==> config.mk <==
export PLATFORM = sky130hd
export DESIGN_NAME = qrm_recip
export DESIGN_NICKNAME = d
export VERILOG_FILES = /design/src/hw/rtl/qrm_pkg.sv /design/src/hw/rtl/qrm_recip.sv
export SDC_FILE = /design/constraint.sdc
export NUM_CORES = 2
export LEC_CHECK = 0
export BUFFER_PORTS_ARGS = -buffer_cell sky130_fd_sc_hd__buf_4
export CAP_MARGIN = 20
export CORE_ASPECT_RATIO = 1.5
export CORE_MARGIN = 1.5
export CORE_UTILIZATION = 49
export CTS_CLUSTER_SIZE = 8
export DETAILED_ROUTE_END_ITERATION = 16
export GPL_TIMING_DRIVEN = 0
export PLACE_DENSITY = 0.72
export SYNTH_ARGS = -nofsm -noshare
export SYNTH_HDL_FRONTEND = slang
export SYNTH_SLANG_ARGS = --single-unit
==> constraint.sdc <==
create_clock -name clk -period 8.08 [get_ports clk]
set_input_delay 0.404 -clock clk [delete_from_list [all_inputs] [get_ports clk]]
set_output_delay 0.404 -clock clk [all_outputs]
set_load 0.01 [all_outputs]
==> src/hw/rtl/qrm_pkg.sv <==
`default_nettype none

package qrm_pkg;

    localparam int COMP_WIDTH = 16;
    localparam int FRAC_BITS  = 14;

    // Squared norm: four squares of COMP_WIDTH-bit components.
    localparam int PROD_W  = 2 * COMP_WIDTH;
    localparam int NORM_W  = PROD_W + 1;
    localparam int MAG_W   = PROD_W;
    // Magnitudes shifted along with the norm stay below twice the normalized norm.
    localparam int NMAG_W  = NORM_W;
    localparam int M_W     = 32;
    localparam int RECIP_W = 33;
    localparam int RECIP_LAT = RECIP_W;
    localparam int SHIFT_W = 6;

    localparam int NUM_ENT = 9;
    localparam int NUM_PROD = 10;

    localparam int LO_W    = 17;
    localparam int HI_W    = NMAG_W - LO_W;
    localparam int ACC_W   = NMAG_W + RECIP_W;
    localparam int RND_SH  = 63 - FRAC_BITS;
    localparam int T_W     = ACC_W - RND_SH;
    localparam int ENT_W   = FRAC_BITS + 3;

    // Product slots.
    localparam int P_XX = 0;
    localparam int P_YY = 1;
    localparam int P_ZZ = 2;
    localparam int P_WW = 3;
    localparam int P_XY = 4;
    localparam int P_XZ = 5;
    localparam int P_YZ = 6;
    localparam int P_WX = 7;
    localparam int P_WY = 8;
    localparam int P_WZ = 9;

    // Total register stages from accept to the result strobe.
    localparam int LATENCY = 4 + RECIP_LAT + 3;

    typedef struct packed {
        logic signed [COMP_WIDTH-1:0] qx;
        logic signed [COMP_WIDTH-1:0] qy;
        logic signed [COMP_WIDTH-1:0] qz;
        logic signed [COMP_WIDTH-1:0] qw;
    } qrm_in_t;

    typedef struct packed {
        logic signed [COMP_WIDTH-1:0] r0c0;
        logic signed [COMP_WIDTH-1:0] r1c0;
        logic signed [COMP_WIDTH-1:0] r2c0;
        logic signed [COMP_WIDTH-1:0] r0c1;
        logic signed [COMP_WIDTH-1:0] r1c1;
        logic signed [COMP_WIDTH-1:0] r2c1;
        logic signed [COMP_WIDTH-1:0] r0c2;
        logic signed [COMP_WIDTH-1:0] r1c2;
        logic signed [COMP_WIDTH-1:0] r2c2;
    } qrm_out_t;

endpackage

`default_nettype wire

==> src/hw/rtl/qrm_recip.sv <==
`default_nettype none

// Pipelined restoring divider: recip = floor(2^63 / m), m in [2^31, 2^32).
// One quotient bit per stage, RECIP_LAT stages.
module qrm_recip (
    input  wire logic                       clk,
    input  wire logic [qrm_pkg::M_W-1:0]    m,
    output logic      [qrm_pkg::RECIP_W-1:0] recip
);
    import qrm_pkg::*;

    logic [M_W:0]       p_reg [RECIP_LAT];
    logic [M_W-1:0]     m_reg [RECIP_LAT];
    logic [RECIP_W-1:0] q_reg [RECIP_LAT];

    genvar s;
    generate
        for (s = 0; s < RECIP_LAT; s++)
        begin : g_step
            logic [M_W:0]       p_in;
            logic [M_W-1:0]     m_in;
            logic [RECIP_W-1:0] q_in;
            logic               ge;
            logic [M_W:0]       p_next;

            if (s == 0)
            begin : g_first
                // Top 32 bits of the dividend 2^63.
                assign p_in = (M_W + 1)'(1) << (M_W - 1);
                assign m_in = m;
                assign q_in = '0;
            end
            else
            begin : g_rest
                // Bring down a zero dividend bit.
                assign p_in = {p_reg[s-1][M_W-1:0], 1'b0};
                assign m_in = m_reg[s-1];
                assign q_in = q_reg[s-1];
            end

            always_comb
            begin
                ge     = p_in >= {1'b0, m_in};
                p_next = ge ? p_in - {1'b0, m_in} : p_in;
            end

            always_ff @(posedge clk)
            begin
                p_reg[s] <= p_next;
                m_reg[s] <= m_in;
                q_reg[s] <= {q_in[RECIP_W-2:0], ge};
            end
        end
    endgenerate

    assign recip = q_reg[RECIP_LAT-1];

endmodule

`default_nettype wire

# ---- Yosys cells after proc, flatten, opt, wreduce, memory -nomap -nowiden
# Memory sizes are Yosys's and may differ from the RTL's.
# Index checks and enable logic that the tools add are counted.
# W data, S select, Z words.
dict set report word_totals {
  regBits 0
  mem_bits_rw 3234
  in_bits 33
  out_inout_bits 33
  word_cells 102
  n_memories 3
}
# name depth word_bits rd rd_clocked_by_memory_dff wr line
set memory_table {}
lappend memory_table {p_reg 33 33 32 0 33 qrm_recip.sv:12} ;# logic [M_W:0] p_reg [RECIP_LAT];
lappend memory_table {q_reg 33 33 33 0 33 qrm_recip.sv:14} ;# logic [RECIP_W-1:0] q_reg [RECIP_LAT];
lappend memory_table {m_reg 33 32 32 0 33 qrm_recip.sv:13} ;# logic [M_W-1:0] m_reg [RECIP_LAT];
dict set report op_classes {
  add_sub_neg 33
  n_lt_le_gt_ge 33
  muxes 33
}
# op count
set op_table {}
lappend op_table {{$mux W33} 33}
lappend op_table {{$ge A33 B32 Y1} 32}
lappend op_table {{$sub A33 B32 Y33} 32}
lappend op_table {{$sub A32 B32 Y33 const A} 1}
lappend op_table {{$ge A32 B32 Y1 const A} 1}

# ---- Depth between registers and ports, before layout
# An unclocked memory read counts as a cell.
dict set report depth {
  depth_word 3
  ltp_mapped 15
  mapped_depth_nobuf 13
}

# ---- Worst setup path before layout
# No wires, ideal clock.
dict set report synth_path {
  path_type {flip-flop to flip-flop}
  from {memory m_reg[24][1] (netlist: m_reg[0][769])}
  to {memory p_reg[0][845] in the netlist's numbering}
  setup_time_ns 0.127
  arrival_ns 3.150
  t_required_ns 7.953
  slack_ns 4.803
  stages_incl_launch_ff 13
  path_buffers 0
  period_less_slack_ns 3.277
  cell_sequence {dfxtp_1 inv_1 ha_1 nor2b_1 o31a_1 o31a_1 o21a_1 a211oi_1 o41a_1 a21oi_1 o32ai_1 mux2_2 or3_1}
}
# element line
set synth_rtl {}
lappend synth_rtl {{from (decl)} qrm_recip.sv:13}
lappend synth_rtl {{to (decl)} qrm_recip.sv:12}

==> metrics.md <==
| Metric | Value |
|---|---|
| Num ports | `66` |
| Fin. Hold Viols | `0` |
| Post-synth EDFFs | `0` |
| Sequential fraction of the synthesis area | `0.442` |
| Largest cells by area after synthesis | `dfxtp_1 (44%), ha_1 (11%), a21oi_1 (4.2%)` |
| Max cap viols | `0` |
| Core Region | `240000 µm²` |
| Grt ovf | `0` |
| Rows | `220` |
| Crit path arrival time | `about 6000 ps` |
| Num CTS Buffers | `between 300 and 400` |
| Pin count of the biggest net entering global routing | `21` |
| Clock Sinks | `approximately 2600` |
| Wirelength, routed | `326000 µm` |
| R2R depth | `12` |
| CP dominant cell by count | `o21ai_1` |
| WHS Path Cells | `2` |
| Worst-Margin Slew | `1230 ps` |
| CP max stage cell | `nor3_1` |
| Crit-path cells | `inv_1 -> ha_1 -> nand3_1 -> nor3_1 -> o211ai_1 -> o311ai_1 -> o21ai_1 -> o21a_1 -> o21ai_1 -> a41oi_2 -> buf_2 -> mux2_1` |
| HPWL Detailed | `around 260000 µm` |
| Worst min path class | `primary input to flop` |
| Synth cell types | `~100` |
| Worst slew margin | `0.183` |
| #FFs+latches synth | `2609` |
| Final Wtd Congestion | `about 0.99` |
| Port buffer count | `65` |
| Crit-path max cell delay | `960 ps` |
| H-tree depth | `5` |
| Clock Latency Late Sink | `~940 ps` |
| Max-slew violation count | `0` |
| Synth area leader | `dfxtp_1` |
| Final #Nets | `about 14000` |
| Yosys warns | `0` |
| Outcome | `completed` |
| Syn Nets | `between 10000 and 15000` |
| FF+latch area | `approximately 52000 µm²` |
| Async set-reset flop share out of synthesis | `0` |
| Share of layout cells above drive strength 1 | `0.0614` |
| Worst-path fanout max | `10` |
| Startpoint types | `flop` |
| Vias in the first global route | `92432` |
| Period utilisation layout | `0.653` |
| Fill cells | `about 21000` |
| Drt wl/cell | `20.1 µm` |
| Gr usage total | `0.262` |
| P_leak | `a little over 60 nW` |
| Global-route wire length before repair | `around 500000 µm` |
| CTS root buf | `clkbuf_16` |
| DR iter-0 viols | `roughly 4300` |
| Mapped Cells | `~13000` |
| Post-layout util | `0.554` |
| FMAX | `189 MHz` |
| Vias | `~89000` |
| Area Overhead vs Synth | `12.4%` |
| Initial DRT Pass Iterations | `6` |
| Mapped Area | `118000 µm²` |
| PostCTS Resize Cnt | `0` |
| Chip Width | `404 µm` |
| RSZ-0062 raised after global routing | `no` |
| Vias/cell | `around 5.5` |
| Clk slew on worst S/H paths | `around 50 ps` |
| Clock Path Buffers | `4` |
| DR DRC count | `0` |
| Routed Antenna Nets | `0` |
| CTS tree | `done` |
| Setup TNS | `0 ps` |
| Starting Density | `0.493` |
| Mean Syn Cell Area | `9.44 µm²` |
| CP endpoint kind | `flop` |
| Chip height | `slightly above 600 µm` |
| Final setup fails | `0` |
| Hold WS | `206 ps` |
| Initial antenna violation count | `8` |
| Die Area | `between 200000 and 250000 µm²` |
| Area of the multi-input gates | `approximately 60000 µm²` |
| Critical path type | `flop to flop` |
| Maximum VDD drop | `~220 µV` |
| Period minus WS final | `5280 ps` |
| Ys flop type | `dfxtp_1` |
| Area share of the largest cell type after synthesis | `0.442` |
| Worst EP required | `between 8000 and 9000 ps` |
| Worst Skew | `between 100 and 150 ps` |
| Pwr dens | `between 400 and 500 nW/µm²` |
-- report_power, final --
group,total (mW),internal [mW],switching (mW)
sequential,19.8,17.3,2.52
clock,13.4,8.10,5.28
combinational,31.3,13.2,18.1
-- what timing repair did --
action	CTS	global route
endpoints found under the hold margin	64	0
buffers inserted	0	0
hold buffers	32	0
-- synth_stat cells (all sizes together), types with 25 or more instances --
| cell | number |
|---|---|
| and2 | 53 |
| a21oi | 998 |
| mux2 | 483 |
| o31ai | 89 |
| buf | 74 |
| o21bai | 108 |
| a211o | 43 |
| nand2b | 152 |
| nor2b | 133 |
| a21o | 493 |
| a211oi | 70 |
| or3 | 53 |
| a31oi | 94 |
| nand2 | 821 |
| or2 | 30 |
| a21boi | 29 |
| o211ai | 50 |
| xnor2 | 521 |
| clkbuf | 204 |
| nor2 | 693 |
| nor3 | 152 |
| dfxtp | 2609 |
| and3 | 86 |
| inv | 1332 |
| nand3 | 215 |
| o2111ai | 25 |
| o21a | 148 |
| xor2 | 320 |
| o21ai | 758 |
| a221oi | 30 |
| fa | 31 |
| ha | 1024 |
| o31a | 25 |
| nand4 | 153 |
| nor4 | 39 |
| mux2i | 30 |
-- per-stage QoR --
step	setup slack, ps	std cells	power (mW)	instance area [µm²]
global placement	2410	15809	50.4	123000
detailed placement	3060	15814	50.7	123000
finish	2800	16251	64.5	133000
global route	2870	16249	68.8	133000
CTS	3040	16240	64.5	133000
floorplan	4800	12525	42.0	118000
-- area by class of cell --
type / count / area share
inverter: 1333 / 0.0377
sequential: 2609 / 0.393
timing repair buffer: 106 / 0.00666
buffer: 278 / 0.00896
clock buffer: 381 / 0.0708
multi-input combinational: 8305 / 0.450
tap: 3219 / 0.0303
antenna: 7 / 0.000132
clock inverter: 13 / 0.00191
-- final timing paths --
check | start | end | slack, ps
setup / recovery | m_reg[0][496] | p_reg[0][555] | 2800
hold / removal | m[1] | m_reg[0][1] | 210
setup reg to reg | m_reg[0][496] | p_reg[0][555] | 2800
hold reg to reg | q_reg[22][21] | q_reg[23][22] | 240
-- layer usage --
layer  global-route usage  vias to the layer above  part of all wire
met5                    0                        -           0.00011
met4                0.267                        6              0.12
met3               0.0447                     1347             0.037
met2                0.518                     2210              0.54
met1                0.206                    41776              0.31
li1                     -                    44099                 -
-- layout by cell type, fill, tap and decap left out, types with 374 or more instances in the layout --
cell,n
a21o_1,493
a21oi_1,997
clkbuf_16,374
dfxtp_1,2609
ha_1,1024
inv_1,1326
nand2_1,821
nor2_1,693
o21ai_0,628
xnor2_1,521
-- cells by family after synthesis --
family / Yosys count / share of synthesized area
AOI/OAI and AO/OA: 3200 / 0.171
muxes: 513 / 0.0501
xor gates and xnor gates: 841 / 0.0623
buffers and inverters: 1611 / 0.0524
and+or+nand+nor: 2696 / 0.109
adders and majority gates: 1055 / 0.114
DFF: 2609 / 0.442
-- critical path, delay by kind of cell, from the launching register on --
family	cells	cell delay (ps)
buffers and inverters	2	570
and+or+nand+nor	2	1110
AOI/OAI and AO/OA	6	2230
muxes	1	390
DFF	1	430
adders and majority gates	1	360
No activity file was read; power rests on OpenSTA's default activity.
